===== src/hw/rtl/wave_pcm_header_parser_unit_defines.svh =====
// Assertion macros for the WAVE header parser.
`ifndef WAVE_PCM_HEADER_PARSER_UNIT_DEFINES_SVH
`define WAVE_PCM_HEADER_PARSER_UNIT_DEFINES_SVH
`ifndef SYNTHESIS
`define WPH_ASSERT(label, clk, rst_n, prop, msg) \
  label: assert property (@(posedge clk) disable iff (!rst_n) prop) else $error(msg);
`define WPH_ASSERT_ALWAYS(label, clk, prop, msg) \
  label: assert property (@(posedge clk) prop) else $error(msg);
`else
`define WPH_ASSERT(label, clk, rst_n, prop, msg)
`define WPH_ASSERT_ALWAYS(label, clk, prop, msg)
`endif
`endif


===== src/hw/rtl/wph_pkg.sv =====
`timescale 1ns / 1ps
`default_nettype none
package wph_pkg;
  localparam logic [31:0] TAG_RIFF = 32'h46464952;
  localparam logic [31:0] TAG_WAVE = 32'h45564157;
  localparam logic [31:0] TAG_FMT  = 32'h20746D66;
  localparam logic [31:0] TAG_DATA = 32'h61746164;
  localparam logic [15:0] SCAN_LIMIT_RST = 16'd4096;

  typedef enum logic [1:0] {
    KIND_HDR = 2'd0,
    KIND_PCM = 2'd1,
    KIND_ERR = 2'd2
  } kind_t;

  // phases 0..10 are the header fields in file order
  typedef enum logic [3:0] {
    PH_RIFF  = 4'd0,
    PH_RSIZE = 4'd1,
    PH_WAVE  = 4'd2,
    PH_FMT   = 4'd3,
    PH_FSIZE = 4'd4,
    PH_FTAG  = 4'd5,
    PH_CHAN  = 4'd6,
    PH_RATE  = 4'd7,
    PH_BRATE = 4'd8,
    PH_ALIGN = 4'd9,
    PH_BITS  = 4'd10,
    PH_SCAN  = 4'd11,
    PH_DSIZE = 4'd12,
    PH_PCM   = 4'd13,
    PH_IDLE  = 4'd14
  } phase_t;

  typedef enum logic [2:0] {
    ST_RUN  = 3'd0,
    ST_DIV  = 3'd1,
    ST_HOLD = 3'd2
  } ctl_state_t;

  localparam logic [3:0] ST_OK         = 4'd0;
  localparam logic [3:0] ERR_SCAN      = 4'd12;
  localparam logic [3:0] ERR_DSIZE     = 4'd13;
  localparam logic [3:0] ERR_OFFSET    = 4'd14;

  typedef struct packed {
    logic [1:0]  kind;
    logic [3:0]  status;
    logic [15:0] channels;
    logic [31:0] sample_rate;
    logic [15:0] block_align;
    logic [15:0] bits_per_sample;
    logic [31:0] chunk_bytes;
    logic [31:0] pcm_start;
    logic [34:0] num_samples;
    logic [28:0] bytes_per_sample;
    logic [7:0]  pcm_byte;
    logic        last_byte;
  } result_t;

  // controller -> datapath
  typedef struct packed {
    logic step;      // process one input word
    logic restart;   // first_byte seen
    logic div_start;
    logic div_step;
  } dp_cmd_t;

  // datapath -> controller
  typedef struct packed {
    logic res_now;   // this word yields a result (no division)
    logic hdr_now;   // this word completes a good header (division needed)
    logic div_done;
  } dp_sts_t;
endpackage
`default_nettype wire


===== src/hw/rtl/wph_if.sv =====
`timescale 1ns / 1ps
`default_nettype none
interface wph_in_if;
  logic       valid;
  logic       ready;
  logic [7:0] file_byte;
  logic       first_byte;
  modport source (output valid, output file_byte, output first_byte, input ready);
  modport sink (input valid, input file_byte, input first_byte, output ready);
endinterface

interface wph_out_if;
  logic        valid;
  logic        ready;
  logic [1:0]  kind;
  logic [3:0]  status;
  logic [15:0] channels;
  logic [31:0] sample_rate;
  logic [15:0] block_align;
  logic [15:0] bits_per_sample;
  logic [31:0] chunk_bytes;
  logic [31:0] pcm_start;
  logic [34:0] num_samples;
  logic [28:0] bytes_per_sample;
  logic [7:0]  pcm_byte;
  logic        last_byte;
  modport source (output valid, output kind, output status, output channels,
    output sample_rate, output block_align, output bits_per_sample, output chunk_bytes,
    output pcm_start, output num_samples, output bytes_per_sample, output pcm_byte,
    output last_byte, input ready);
  modport sink (input valid, input kind, input status, input channels,
    input sample_rate, input block_align, input bits_per_sample, input chunk_bytes,
    input pcm_start, input num_samples, input bytes_per_sample, input pcm_byte,
    input last_byte, output ready);
endinterface
`default_nettype wire


===== src/hw/rtl/wph_datapath.sv =====
`timescale 1ns / 1ps
`default_nettype none
module wph_datapath (
  input  wire logic             clk,
  input  wire logic             rst_n,
  input  wire wph_pkg::dp_cmd_t cmd,
  input  wire logic [7:0]       file_byte,
  input  wire logic [15:0]      scan_limit,
  output wph_pkg::dp_sts_t      sts,
  output wph_pkg::result_t      res
);
  import wph_pkg::*;

  phase_t      phase_r, phase_nxt;
  logic [31:0] pos_r, pos_nxt;
  logic [2:0]  shift_r, shift_nxt;
  logic [31:0] riff_r, riff_nxt;
  logic [15:0] chan_r, chan_nxt;
  logic [31:0] rate_r, rate_nxt;
  logic [15:0] align_r, align_nxt;
  logic [15:0] bits_r, bits_nxt;
  logic [31:0] win_r, win_nxt;
  logic [15:0] scan_r, scan_nxt;
  logic [31:0] dsz_r, dsz_nxt;
  logic [31:0] rem_r, rem_nxt;

  // restart view of state
  phase_t      ph;
  logic [31:0] pos0, riff0, win0, rem0;
  logic [2:0]  sh0;
  logic [15:0] scan0;
  logic [31:0] win_sh, pos_inc, v, fld;
  logic [2:0]  sh_inc;
  logic        two_byte, ok;

  // divider: num = 8*ds (35b) / prod (32b), restoring, one bit a cycle
  logic [34:0] dq_r, dq_nxt;
  logic [32:0] drem_r, drem_nxt;
  logic [31:0] dden_r, dden_nxt;
  logic [5:0]  dcnt_r, dcnt_nxt;
  logic [31:0] prod_r, prod_nxt;
  logic [32:0] dtrial;
  logic [32:0] dsub;

  result_t res_r, res_nxt;

  always_comb begin
    ph    = cmd.restart ? PH_RIFF : phase_r;
    pos0  = cmd.restart ? 32'd0 : pos_r;
    riff0 = cmd.restart ? 32'd0 : riff_r;
    win0  = cmd.restart ? 32'd0 : win_r;
    sh0   = cmd.restart ? 3'd0 : shift_r;
    scan0 = cmd.restart ? 16'd0 : scan_r;
    rem0  = cmd.restart ? 32'd0 : rem_r;
    win_sh  = {file_byte, win0[31:8]};
    pos_inc = pos0 + 32'd1;
    sh_inc  = sh0 + 3'd1;
    two_byte = (ph == PH_FTAG) || (ph == PH_CHAN) || (ph == PH_ALIGN) || (ph == PH_BITS);
    v = two_byte ? {16'd0, win_sh[31:16]} : win_sh;
    fld = v;

    phase_nxt = phase_r; pos_nxt = pos_r; shift_nxt = shift_r; riff_nxt = riff_r;
    chan_nxt = chan_r; rate_nxt = rate_r; align_nxt = align_r; bits_nxt = bits_r;
    win_nxt = win_r; scan_nxt = scan_r; dsz_nxt = dsz_r; rem_nxt = rem_r;
    res_nxt = res_r;
    sts = '0;
    sts.div_done = (dcnt_r == 6'd0);
    ok = 1'b1;

    if (cmd.step) begin
      if (cmd.restart) begin
        phase_nxt = PH_RIFF; pos_nxt = '0; shift_nxt = '0; riff_nxt = '0;
        chan_nxt = '0; rate_nxt = '0; align_nxt = '0; bits_nxt = '0;
        win_nxt = '0; scan_nxt = '0; dsz_nxt = '0; rem_nxt = '0;
      end
      res_nxt = '0;
      case (ph)
        PH_IDLE: ;
        PH_PCM: begin
          sts.res_now = 1'b1;
          res_nxt.kind = KIND_PCM;
          res_nxt.pcm_byte = file_byte;
          rem_nxt = rem0 - 32'd1;
          if (rem0 == 32'd1) begin
            res_nxt.last_byte = 1'b1;
            phase_nxt = PH_IDLE;
          end
        end
        PH_SCAN: begin
          win_nxt = win_sh;
          pos_nxt = pos_inc;
          if (sh0 < 3'd4) shift_nxt = sh_inc;
          if (sh0 >= 3'd3) begin
            if (win_sh == TAG_DATA) begin
              win_nxt = '0; shift_nxt = '0; phase_nxt = PH_DSIZE;
            end else if (scan0 >= scan_limit) begin
              sts.res_now = 1'b1;
              res_nxt.kind = KIND_ERR; res_nxt.status = ERR_SCAN;
              phase_nxt = PH_IDLE;
            end else begin
              scan_nxt = scan0 + 16'd1;
            end
          end
        end
        PH_DSIZE: begin
          win_nxt = win_sh;
          pos_nxt = pos_inc;
          shift_nxt = sh_inc;
          if (sh0 == 3'd3) begin
            dsz_nxt = win_sh;
            if (win_sh == 32'd0) begin
              sts.res_now = 1'b1;
              res_nxt.kind = KIND_ERR; res_nxt.status = ERR_DSIZE;
              phase_nxt = PH_IDLE;
            end else if (riff0 - win_sh + 32'd8 != pos_inc) begin
              sts.res_now = 1'b1;
              res_nxt.kind = KIND_ERR; res_nxt.status = ERR_OFFSET;
              phase_nxt = PH_IDLE;
            end else begin
              sts.hdr_now = 1'b1;
              res_nxt.kind = KIND_HDR;
              res_nxt.channels = chan_r;
              res_nxt.sample_rate = rate_r;
              res_nxt.block_align = align_r;
              res_nxt.bits_per_sample = bits_r;
              res_nxt.chunk_bytes = win_sh;
              res_nxt.pcm_start = pos_inc;
              rem_nxt = win_sh;
              win_nxt = '0; shift_nxt = '0; phase_nxt = PH_PCM;
            end
          end
        end
        default: begin
          win_nxt = win_sh;
          pos_nxt = pos_inc;
          shift_nxt = sh_inc;
          if ((two_byte && sh0 == 3'd1) || (!two_byte && sh0 == 3'd3)) begin
            win_nxt = '0; shift_nxt = '0;
            case (ph)
              PH_RIFF:  ok = (fld == TAG_RIFF);
              PH_RSIZE: begin ok = (fld != 0); riff_nxt = fld; end
              PH_WAVE:  ok = (fld == TAG_WAVE);
              PH_FMT:   ok = (fld == TAG_FMT);
              PH_FSIZE: ok = (fld == 32'd16);
              PH_FTAG:  ok = (fld == 32'd1);
              PH_CHAN:  begin ok = (fld != 0); chan_nxt = fld[15:0]; end
              PH_RATE:  begin ok = (fld != 0); rate_nxt = fld; end
              PH_BRATE: ok = (fld != 0);
              PH_ALIGN: begin ok = (fld != 0); align_nxt = fld[15:0]; end
              default:  begin ok = (fld != 0); bits_nxt = fld[15:0]; end
            endcase
            if (!ok) begin
              sts.res_now = 1'b1;
              res_nxt.kind = KIND_ERR;
              res_nxt.status = ph + 4'd1;
              phase_nxt = PH_IDLE;
            end else begin
              phase_nxt = phase_t'(ph + 4'd1);
              if (ph == PH_BITS) scan_nxt = '0;
            end
          end
        end
      endcase
    end
  end

  // divider and product
  always_comb begin
    dq_nxt = dq_r; drem_nxt = drem_r; dden_nxt = dden_r; dcnt_nxt = dcnt_r;
    prod_nxt = prod_r;
    dtrial = {drem_r[31:0], dq_r[34]};
    dsub = dtrial - {1'b0, dden_r};
    if (cmd.div_start) begin
      prod_nxt = 32'(res_r.channels) * 32'(res_r.bits_per_sample);
      dden_nxt = 32'(res_r.channels) * 32'(res_r.bits_per_sample);
      dq_nxt = {dsz_r, 3'b000};
      drem_nxt = '0;
      dcnt_nxt = 6'd35;
    end else if (cmd.div_step && dcnt_r != 6'd0) begin
      if (!dsub[32]) begin
        drem_nxt = dsub;
        dq_nxt = {dq_r[33:0], 1'b1};
      end else begin
        drem_nxt = dtrial;
        dq_nxt = {dq_r[33:0], 1'b0};
      end
      dcnt_nxt = dcnt_r - 6'd1;
    end
  end

  always_comb begin
    res = res_r;
    res.num_samples = '0;
    res.bytes_per_sample = '0;
    if (res_r.kind == KIND_HDR) begin
      res.num_samples = (prod_r == 32'd0) ? 35'd0 : dq_r;
      res.bytes_per_sample = prod_r[31:3];
    end
  end

  always_ff @(posedge clk) begin
    if (!rst_n) begin
      phase_r <= PH_RIFF; pos_r <= '0; shift_r <= '0; riff_r <= '0;
      chan_r <= '0; rate_r <= '0; align_r <= '0; bits_r <= '0;
      win_r <= '0; scan_r <= '0; dsz_r <= '0; rem_r <= '0;
      dcnt_r <= '0;
    end else begin
      phase_r <= phase_nxt; pos_r <= pos_nxt; shift_r <= shift_nxt; riff_r <= riff_nxt;
      chan_r <= chan_nxt; rate_r <= rate_nxt; align_r <= align_nxt; bits_r <= bits_nxt;
      win_r <= win_nxt; scan_r <= scan_nxt; dsz_r <= dsz_nxt; rem_r <= rem_nxt;
      dcnt_r <= dcnt_nxt;
    end
  end

  always_ff @(posedge clk) begin
    res_r <= res_nxt;
    dq_r <= dq_nxt; drem_r <= drem_nxt; dden_r <= dden_nxt; prod_r <= prod_nxt;
  end
endmodule
`default_nettype wire


===== src/hw/rtl/wph_ctrl.sv =====
`timescale 1ns / 1ps
`default_nettype none
`include "wave_pcm_header_parser_unit_defines.svh"
module wph_ctrl (
  input  wire logic             clk,
  input  wire logic             rst_n,
  input  wire logic             in_valid,
  input  wire logic             in_first,
  output logic                  in_ready,
  output logic                  out_valid,
  input  wire logic             out_ready,
  input  wire wph_pkg::dp_sts_t sts,
  output wph_pkg::dp_cmd_t      cmd
);
  import wph_pkg::*;

  ctl_state_t state_r, state_nxt;
  logic       ov_r, ov_nxt;

  always_comb begin
    state_nxt = state_r;
    ov_nxt = ov_r;
    cmd = '0;
    in_ready = 1'b0;
    if (ov_r && out_ready) ov_nxt = 1'b0;
    case (state_r)
      ST_RUN: begin
        // take a word only when the result register is free or draining
        in_ready = !ov_r || out_ready;
        cmd.step = in_valid && in_ready;
        cmd.restart = in_first;
        if (cmd.step) begin
          if (sts.hdr_now) state_nxt = ST_HOLD;
          else if (sts.res_now) ov_nxt = 1'b1;
        end
      end
      ST_HOLD: begin
        cmd.div_start = 1'b1;
        state_nxt = ST_DIV;
      end
      ST_DIV: begin
        cmd.div_step = 1'b1;
        if (sts.div_done) begin
          ov_nxt = 1'b1;
          state_nxt = ST_RUN;
        end
      end
      default: state_nxt = ST_RUN;
    endcase
  end

  always_ff @(posedge clk) begin
    if (!rst_n) begin
      state_r <= ST_RUN;
      ov_r <= 1'b0;
    end else begin
      state_r <= state_nxt;
      ov_r <= ov_nxt;
    end
  end

  assign out_valid = ov_r;

  `WPH_ASSERT(a_busy_no_take, clk, rst_n, (state_r != ST_RUN) |-> !in_ready, "word taken during division")
  `WPH_ASSERT(a_hold_keeps, clk, rst_n, (out_valid && !out_ready) |=> out_valid, "result dropped")
  `WPH_ASSERT(a_hold_div, clk, rst_n, (state_r == ST_HOLD) |=> (state_r == ST_DIV), "division not started")
endmodule
`default_nettype wire


===== src/hw/rtl/wave_pcm_header_parser_unit.sv =====
`timescale 1ns / 1ps
`default_nettype none
// WAVE/PCM header parser. At most one file byte is taken per cycle; every
// byte is taken only while the result register is free or being drained in
// the same cycle, so a stalled receiver stalls the input. The header result
// needs the sample count 8*chunk_bytes/(channels*bits); a bit-serial divider
// computes it, holding the input off after the last byte of the data chunk
// size (a start state, then the divide state), the only stall the parser
// makes per file. first_byte restarts the parse. Errors give one result,
// then bytes are dropped until a restart. cfg_we writes scan_limit at once.
module wave_pcm_header_parser_unit (
  input  wire logic        clk,
  input  wire logic        rst_n,
  wph_in_if.sink           in_ch,
  wph_out_if.source        out_ch,
  input  wire logic        cfg_we,
  input  wire logic [15:0] cfg_wdata
);
  import wph_pkg::*;

  logic [15:0] scan_limit_r;
  dp_cmd_t     cmd;
  dp_sts_t     sts;
  result_t     res;

  always_ff @(posedge clk) begin
    if (!rst_n) scan_limit_r <= SCAN_LIMIT_RST;
    else if (cfg_we) scan_limit_r <= cfg_wdata;
  end

  wph_ctrl u_ctrl (
    .clk(clk), .rst_n(rst_n),
    .in_valid(in_ch.valid), .in_first(in_ch.first_byte), .in_ready(in_ch.ready),
    .out_valid(out_ch.valid), .out_ready(out_ch.ready),
    .sts(sts), .cmd(cmd)
  );

  wph_datapath u_dp (
    .clk(clk), .rst_n(rst_n), .cmd(cmd), .file_byte(in_ch.file_byte),
    .scan_limit(scan_limit_r), .sts(sts), .res(res)
  );

  assign out_ch.kind             = res.kind;
  assign out_ch.status           = res.status;
  assign out_ch.channels         = res.channels;
  assign out_ch.sample_rate      = res.sample_rate;
  assign out_ch.block_align      = res.block_align;
  assign out_ch.bits_per_sample  = res.bits_per_sample;
  assign out_ch.chunk_bytes      = res.chunk_bytes;
  assign out_ch.pcm_start        = res.pcm_start;
  assign out_ch.num_samples      = res.num_samples;
  assign out_ch.bytes_per_sample = res.bytes_per_sample;
  assign out_ch.pcm_byte         = res.pcm_byte;
  assign out_ch.last_byte        = res.last_byte;
endmodule
`default_nettype wire

===== src/flat_wrapper.sv =====
// flat-port wrapper written by rule: the top's interface ports become plain ports
module wave_pcm_header_parser_unit_flat import wph_pkg::*;
  (clk, rst_n, cfg_we, cfg_wdata, in_ch_valid, in_ch_file_byte, in_ch_first_byte, in_ch_ready, out_ch_valid, out_ch_kind, out_ch_status, out_ch_channels, out_ch_sample_rate, out_ch_block_align, out_ch_bits_per_sample, out_ch_chunk_bytes, out_ch_pcm_start, out_ch_num_samples, out_ch_bytes_per_sample, out_ch_pcm_byte, out_ch_last_byte, out_ch_ready);
  wph_in_if in_ch_i ();
  wph_out_if out_ch_i ();
  input  wire logic clk;
  input  wire logic rst_n;
  input  wire logic cfg_we;
  input  wire logic [15:0] cfg_wdata;
  input wire logic [$bits(in_ch_i.valid)-1:0] in_ch_valid;
  input wire logic [$bits(in_ch_i.file_byte)-1:0] in_ch_file_byte;
  input wire logic [$bits(in_ch_i.first_byte)-1:0] in_ch_first_byte;
  output wire logic [$bits(in_ch_i.ready)-1:0] in_ch_ready;
  output wire logic [$bits(out_ch_i.valid)-1:0] out_ch_valid;
  output wire logic [$bits(out_ch_i.kind)-1:0] out_ch_kind;
  output wire logic [$bits(out_ch_i.status)-1:0] out_ch_status;
  output wire logic [$bits(out_ch_i.channels)-1:0] out_ch_channels;
  output wire logic [$bits(out_ch_i.sample_rate)-1:0] out_ch_sample_rate;
  output wire logic [$bits(out_ch_i.block_align)-1:0] out_ch_block_align;
  output wire logic [$bits(out_ch_i.bits_per_sample)-1:0] out_ch_bits_per_sample;
  output wire logic [$bits(out_ch_i.chunk_bytes)-1:0] out_ch_chunk_bytes;
  output wire logic [$bits(out_ch_i.pcm_start)-1:0] out_ch_pcm_start;
  output wire logic [$bits(out_ch_i.num_samples)-1:0] out_ch_num_samples;
  output wire logic [$bits(out_ch_i.bytes_per_sample)-1:0] out_ch_bytes_per_sample;
  output wire logic [$bits(out_ch_i.pcm_byte)-1:0] out_ch_pcm_byte;
  output wire logic [$bits(out_ch_i.last_byte)-1:0] out_ch_last_byte;
  input wire logic [$bits(out_ch_i.ready)-1:0] out_ch_ready;
  assign in_ch_i.valid = in_ch_valid;
  assign in_ch_i.file_byte = in_ch_file_byte;
  assign in_ch_i.first_byte = in_ch_first_byte;
  assign in_ch_ready = in_ch_i.ready;
  assign out_ch_valid = out_ch_i.valid;
  assign out_ch_kind = out_ch_i.kind;
  assign out_ch_status = out_ch_i.status;
  assign out_ch_channels = out_ch_i.channels;
  assign out_ch_sample_rate = out_ch_i.sample_rate;
  assign out_ch_block_align = out_ch_i.block_align;
  assign out_ch_bits_per_sample = out_ch_i.bits_per_sample;
  assign out_ch_chunk_bytes = out_ch_i.chunk_bytes;
  assign out_ch_pcm_start = out_ch_i.pcm_start;
  assign out_ch_num_samples = out_ch_i.num_samples;
  assign out_ch_bytes_per_sample = out_ch_i.bytes_per_sample;
  assign out_ch_pcm_byte = out_ch_i.pcm_byte;
  assign out_ch_last_byte = out_ch_i.last_byte;
  assign out_ch_i.ready = out_ch_ready;
  wave_pcm_header_parser_unit u_core (.clk(clk), .rst_n(rst_n), .in_ch(in_ch_i), .out_ch(out_ch_i), .cfg_we(cfg_we), .cfg_wdata(cfg_wdata));
endmodule

===== config.mk =====
export PLATFORM = sky130hd
export DESIGN_NAME = wave_pcm_header_parser_unit_flat
export DESIGN_NICKNAME = d
export VERILOG_FILES = /design/src/hw/rtl/wph_pkg.sv /design/src/hw/rtl/wph_if.sv /design/src/hw/rtl/wph_datapath.sv /design/src/hw/rtl/wph_ctrl.sv /design/src/hw/rtl/wave_pcm_header_parser_unit.sv /design/src/flat_wrapper.sv
export VERILOG_INCLUDE_DIRS = /design/src /design/src/hw/rtl
export SDC_FILE = /design/constraint.sdc
export NUM_CORES = 2
export LEC_CHECK = 0
export CAP_MARGIN = 40
export CORE_MARGIN = 3
export CORE_UTILIZATION = 35
export DETAILED_ROUTE_END_ITERATION = 8
export DONT_BUFFER_PORTS = 1
export GPL_ROUTABILITY_DRIVEN = 0
export GPL_TIMING_DRIVEN = 0
export PLACE_DENSITY = 0.47
export SETUP_SLACK_MARGIN = 0.3
export SLEW_MARGIN = 10
export SYNTH_ARGS = -nofsm -noshare
export SYNTH_HDL_FRONTEND = slang
export SYNTH_SLANG_ARGS = --single-unit

===== constraint.sdc =====
create_clock -name clk -period 10.4 [get_ports clk]
set_input_delay 0.52 -clock clk [delete_from_list [all_inputs] [get_ports clk]]
set_output_delay 0.52 -clock clk [all_outputs]
set_load 0.02 [all_outputs]

# Word level (Yosys, flattened, before mapping)
# Index checks and enable logic that the tools add are counted.
word_totals:
  register_bits: 539
  input_bits: 30
  out_inout_bits: 225
  wordCells: 224
classes:
  n_addsub: 9
  multipliers: 1
  magnitude_cmp: 3
  n_eq_ne: 29
  mux: 120
  bitwise_logic: 3
  n_reduce_logical: 28
op_table:
  columns: ["operator", "n"]
  rows:
  - ["$mux W32", 26]
  - ["$mux W16", 19]
  - ["$mux W144", 2]
  - ["$mux W150", 1]
  - ["$mux W35", 3]
  - ["$eq A32 B31 Y1 const B", 3]
  - ["$pmux W32 S3", 1]
  - ["$eq A32 B1 Y1 const B", 2]
  - ["$logic_not A32 Y1", 2]
  - ["$mux W64", 1]
  - ["$pmux W32 S2", 1]
  - ["$mux W6", 8]
  - ["$mux W4", 9]
  - ["$mux W3", 11]
  - ["$sub A33 B32 Y33", 1]
  - ["$add A32 B1 Y32 const B", 1]
  - ["$add A32 B4 Y32 const B", 1]
  - ["$eq A32 B30 Y1 const B", 1]
  - ["$eq A32 B5 Y1 const B", 1]
  - ["$mul A16 B16 Y32", 1]
  - ["$ne A32 B32 Y1", 1]
  - ["$pmux W16 S2", 1]
  - ["$reduce_bool A32 Y1", 1]
  - ["$sub A32 B1 Y32 const B", 1]
  - ["40 further kinds", 94]

# Logic depth before layout (Yosys ltp)
logic_depth:
  ltp_word: 23
  ltp_mapped: 32
  mapped_depth_nobuf: 25

# Modules after synthesis
# A second synthesis with hierarchy kept.
hier_totals:
  hier_cells: 4148
  hier_area_um2: 37504.7
by_module_without_submodules:
  columns: ["mod", "instances", "cells_per_inst", "area_each_um2", "seq_area_each_um2"]
  rows:
  - ["wph_datapath", 1, 4080, 36710.2, 12622.1]
  - ["wave_pcm_header_parser_unit", 1, 51, 613.1, 320.3]
  - ["wph_ctrl", 1, 17, 181.4, 60.1]

# Worst setup path after synthesis
# Ideal clock, no wire load.
synth_path:
  path_kind: "input-to-reg"
  start: "input port in_ch_first_byte"
  end: "register u_core.u_dp.rem_r[30]"
  setup_ps: 363
  arrival_time_ps: 7211
  required_ps: 10037
  setup_slack_ps: 2826
  cell_stages: 31
  n_path_buf: 12
  path_cell_list: "or3b_1 buf_2 clkbuf_1 buf_2 buf_2 buf_2 clkbuf_1 clkbuf_1 clkbuf_1 clkbuf_1 clkbuf_1 clkbuf_1 nand2_1 ha_1 inv_1 ha_1 inv_1 fa_1 nand2b_1 a21oi_1 o2111ai_1 a21o_1 a21oi_1 mux2_2 o31a_1 or4_1 or4_4 buf_2 mux2_2 a21oi_1 a21oi_1"
synth_via:
  elab_chain_len: 9
  elab_cells_between_ends: 20
  classes_between: "add/sub: 4; eq/ne: 4; mux: 11; reduce/logical: 1"
synth_lines:
  columns: ["element", "line", "text"]
  rows:
  - ["start: declaration", "flat_wrapper.sv:12", "input wire logic [$bits(in_ch_i.first_byte)-1:0] in_ch_first_byte;"]
  - ["$mux W2 (*)", "wph_ctrl.sv:26", "case (state_r)"]
  - ["$mux W32, on equally long branches", null, null]
  - ["$sub A32 B32 Y32", "wph_datapath.sv:115", "end else if (riff0 - win_sh + 32'd8 != pos_inc) begin"]
  - ["$add A32 B4 Y32", "wph_datapath.sv:115", null]
  - ["$ne A32 B32 Y1", "wph_datapath.sv:115", null]
  - ["$mux W32", "wph_datapath.sv:115", null]
  - ["$mux W32", "wph_datapath.sv:111", "if (win_sh == 32'd0) begin"]
  - ["$mux W32", "wph_datapath.sv:109", "if (sh0 == 3'd3) begin"]
  - ["$pmux W32 S2 (*)", "wph_datapath.sv:77", "case (ph)"]
  - ["end signal: assignment", "wph_datapath.sv:210", "win_r <= win_nxt; scan_r <= scan_nxt; dsz_r <= dsz_nxt; rem_r <= rem_nxt;"]
  - ["end: declaration", "wph_datapath.sv:25", "logic [31:0] rem_r, rem_nxt;"]
# Every way passes the cells marked *; elsewhere a longest branch is shown, timed or not. The select of a mux whose other input is x is not followed.
# A chain may end at the register's enable or synchronous reset.

# Final worst setup path
layout_path:
  start: "register u_core.u_ctrl.state_r[0]"
  end: "register u_core.u_dp.res_r, in the netlist u_core.u_dp.res[195] (data pin)"
layout_via:
  elab_chain_len: 7
  elab_cells_between_ends: 17
  classes_between: "add/sub: 3; eq/ne: 3; mux: 6; bitwise: 2; reduce/logical: 3"
layout_lines:
  columns: ["element", "line", "text"]
  rows:
  - ["start: declaration", "wph_ctrl.sv:17", "ctl_state_t state_r, state_nxt;"]
  - ["start signal: assignment", "wph_ctrl.sv:57", "state_r <= state_nxt;"]
  - ["$logic_not A3 Y1 (*)", "wph_ctrl.sv:26", null]
  - ["$mux W2 (*)", "wph_ctrl.sv:26", null]
  - ["$mux W32, on equally long branches", null, null]
  - ["$sub A32 B32 Y32", "wph_datapath.sv:115", null]
  - ["$add A32 B4 Y32", "wph_datapath.sv:115", null]
  - ["$ne A32 B32 Y1", "wph_datapath.sv:115", null]
  - ["$reduce_or A4 Y1 (no source line) (*)", null, null]
  - ["end signal: assignment", "wph_datapath.sv:216", "res_r <= res_nxt;"]
  - ["end: declaration", "wph_datapath.sv:45", "result_t res_r, res_nxt;"]
# Marked as above.

==> results.toml <==
[cells_and_area]
final_cell_mix = "nor2_1, nand2_1, inv_1"
drive_gt1_share_pct = 6.09
stdcell_count = 5814
fill_cells = 10900
area_delta_synth_final_pct = 12.2
final_nets = 4817
register_area_sq_mm = 0.0130
layout_commonest_cell = "nor2_1"
multi_input_comb_area_sq_mm = 0.0225

[clock_tree]
clk_latency_ns = 0.65
cts_tree = "built"
clock_path_buffers = 3
clk_pin_slew_ns = 0.06
cts_root_buf = "clkbuf_16"
clkSinkCount = 538
numCtsBuffers = 66
cts_htree_levels = 3
cts_setup_buffers = 0

[sta]
tightest_slew_ns = 0.991
skew_ns = 0.0383
finalSetupViolations = 0
slew_violations = 0
rsz0062_at_grt = "false"
timing.fmax_ghz = 0.101
worst_slew_margin_rel_pct = 33.3
hold_viol = 0
period_needed_ns = 9.87
fin_crit_sh_pct = 94.9
finalHoldWorstSlack_ns = 0.0325
finalSetupTns_ns = 0

[critical_path]
end_kind = "flip-flop"
cp.required_ns = 10.85
critPathLaunchType = "flip-flop"
r2r-start = "u_core.u_ctrl.state_r[0]"
r2r-end = "u_core.u_dp.res[195]"
crit_type = "flip-flop to flip-flop"
r2r_slack_ns = 0.53
crit_path_max_fanout = 10
arrival_ns = 10.32
worstRegToRegCells = 25

[power]
power_w = 0.00604
p_leak_nw = 17.0
power_switching_w = 0.00191
irDropWorstVdd_uv = 98.4
p_seq_share_pct = 39.1
pwr-share-clk_pct = 39.0
power.internal_w = 0.00413
switching_share_pct = 31.6
power_per_cell_area_mw_per_mm2 = 142
share_comb_of_total_power_pct = 21.9

[detailed_routing]
viasPerCell = 5.66
drc_errors = 0
wl_per_cell_microns = 25.6
drt_wl_total_microns = 149000
antenna_left = 0
via_count = 32900
drtIter0Drc = 3376
drtPass1Iterations = 5

[placed_design]
dp_cells = 5687
dp_hpwl_microns = 116000
io_buffers = 0

[grt]
track_usage_pct = 25.9
first_global_vias = 31700
grt_pass1_wl_microns = 216000
grt_max_degree = 50
grt_overflow = 0
antenna_found_initial = 4

[die]
row_count = 119
initial_core_util_pct = 35.6
core_sq_mm = 0.106
fp.dieW_microns = 335
die-area_sq_mm = 0.112
die_height_microns = 335
io_pins = 255

[synth]
yosysTopAreaCellShare_pct = 17.7
avgSynthCellArea_sq_um = 8.89
ys.flop_type = "dfxtp_1"
async_reset_ff_share_pct = 0
yosys_warnings = 0
synthCells = 4249
syn_area_sq_mm = 0.0378
yosysSeqAreaShare_pct = 34.4
post-synth-top-area-cell = "edfxtp_1"
ys_types = 89
synth_nets = 4701
synth_edf_count = 223
synth_seq_cells = 538
yosys-top-cells-area = "edfxtp_1, dfxtp_1, fa_1"

[worst_hold_path]
hold_depth = 2
hold_class = "input pin to flip-flop"
hp-start = "cfg_wdata[1]"
min_to = "u_core.scan_limit_r[1]"

[run_status]
outcome = "finished clean"

[job]
cap_viol_max_count = 0
flip-flops by register name, indices dropped and copies added, names as in the netlist, 6 cells and up:
register             flops
u_core.u_dp.rate_r      32
u_core.u_dp.align_r     16
u_core.u_dp.chan_r      16
u_core.u_dp.win_r       24
u_core.u_dp.res        159
u_core.u_dp.dq_r        35
u_core.u_dp.dsz_r       32
u_core.u_dp.dcnt_r       6
u_core.u_dp.drem_r      32
u_core.u_dp.prod_r      32
u_core.u_dp.pos_r       32
u_core.u_dp.bits_r      16
u_core.u_dp.rem_r       32
u_core.scan_limit_r     16
u_core.u_dp.riff_r      32
u_core.u_dp.scan_r      16
layer usage:
metal,vias to the layer above,part of all wire (%),global-route usage (%)
met1,16200,43,34.7
met4,4,4.8,11.5
met3,316,7.2,4.54
met2,1296,45,41.1
met5,-,0.018,0
li1,15100,-,-
final cells by class:
cell class	instances	area share, %
multi-input combinational	3117	53.1
sequential	538	30.7
clock buffer	92	4.42
tap	1391	4.11
inverter	334	2.96
buffer	260	2.52
timing repair buffer	48	1.41
clock inverter	29	0.771
antenna	5	0.0295
through the flow:
| step | utilization (%) | setup slack (ns) | cell area (sq um) |
|---|---|---|---|
| floorplan | - | 2.83 | 37800 |
| global placement | 37.2 | -2.02 | 39500 |
| detailed placement | 37.8 | -1.36 | 40100 |
| CTS | 39.9 | 0.336 | 42300 |
| global route | 39.9 | 0.337 | 42400 |
| finish | 39.9 | 0.529 | 42400 |
worst max-delay path, stage by stage (launching register included):
cell and delay [ns]:
dfxtp_1 0.41, nor3b_1 0.39, clkbuf_1 0.48, clkbuf_1 0.60, clkbuf_1 0.55, buf_1 0.64, buf_1 0.71, buf_1 0.69
clkbuf_1 0.43, buf_6 0.23, nor2_1 0.06, ha_1 0.20, and2_1 0.15, a311o_1 0.41, a211oi_4 0.40, o21ai_1 0.16
a31oi_1 0.28, xnor3_1 0.40, nor4_2 0.27, nand4b_1 0.23, or4_1 0.59, buf_2 0.21, nor2_4 0.31, buf_4 0.29
clkbuf_2 0.24, and2_1 0.28
power groups by stage:
stage	clock (W)	combinational (W)	sequential [W]
final	0.00235	0.00132	0.00236
after global placement	0	0.00132	0.00241
after CTS	0.00240	0.00134	0.00236
after detailed placement	0	0.00133	0.00240
after global routing	0.00249	0.00147	0.00236
after floorplan	0	0.000912	0.00238
cell families (layout without fill, tap and decap cells):
group           count (synthesis)  in the layout  share of synthesized area (%)
compound gates                912            912                           16.0
xor+xnor                      138            138                           3.35
fa+ha+maj                     422            422                           17.9
buf+inv                       594            763                           6.08
flops                         538            538                           34.4
mux                            63             63                           1.70
other cells                     0              5                              0
simple gates                 1582           1582                           20.6
worst max path at each step:
stage / cells past startpoint / startpoint / to / slack (ns)
after CTS: 31 / u_core.u_ctrl.state_r[1] / u_core.u_dp.res[198] / 0.34
after floorplan: 31 / in_ch_first_byte / u_core.u_dp.rem_r[30] / 2.83
after global routing: 31 / u_core.u_ctrl.state_r[0] / u_core.u_dp.res[196] / 0.34
after detailed placement: 30 / u_core.u_ctrl.state_r[1] / u_core.u_dp.res[136] / -1.36
final: 25 / u_core.u_ctrl.state_r[0] / u_core.u_dp.res[195] / 0.53
after global placement: 31 / u_core.u_ctrl.state_r[1] / u_core.u_dp.res[136] / -2.02
timing repair:
| item | 4_1_cts | 5_1_grt |
|---|---|---|
| pin swaps | 0 | 1 |
| hold buffers | 0 | 0 |
| gates cloned | 0 | 0 |
| setup endpoints to repair | 210 | 108 |
| gates resized for setup | 13 | 8 |
cell usage after synthesis, drive strengths merged, types with 16 or more instances:
library cell,n
a32oi,41
clkbuf,214
o21a,17
inv,333
a22o,36
fa,196
and2,301
nor2b,18
o31ai,16
nand2,412
xor2,40
mux2i,55
nand2b,19
ha,226
buf,46
a22oi,128
edfxtp,223
or3,26
nand3,87
o21ai,237
a211oi,25
a31oi,24
nor4,50
a21oi,193
a21o,56
or4,17
nor3,110
nor2,417
xnor2,94
and3,41
o211ai,23
dfxtp,315
nand4,37
Power figures use the tool's default switching activity.
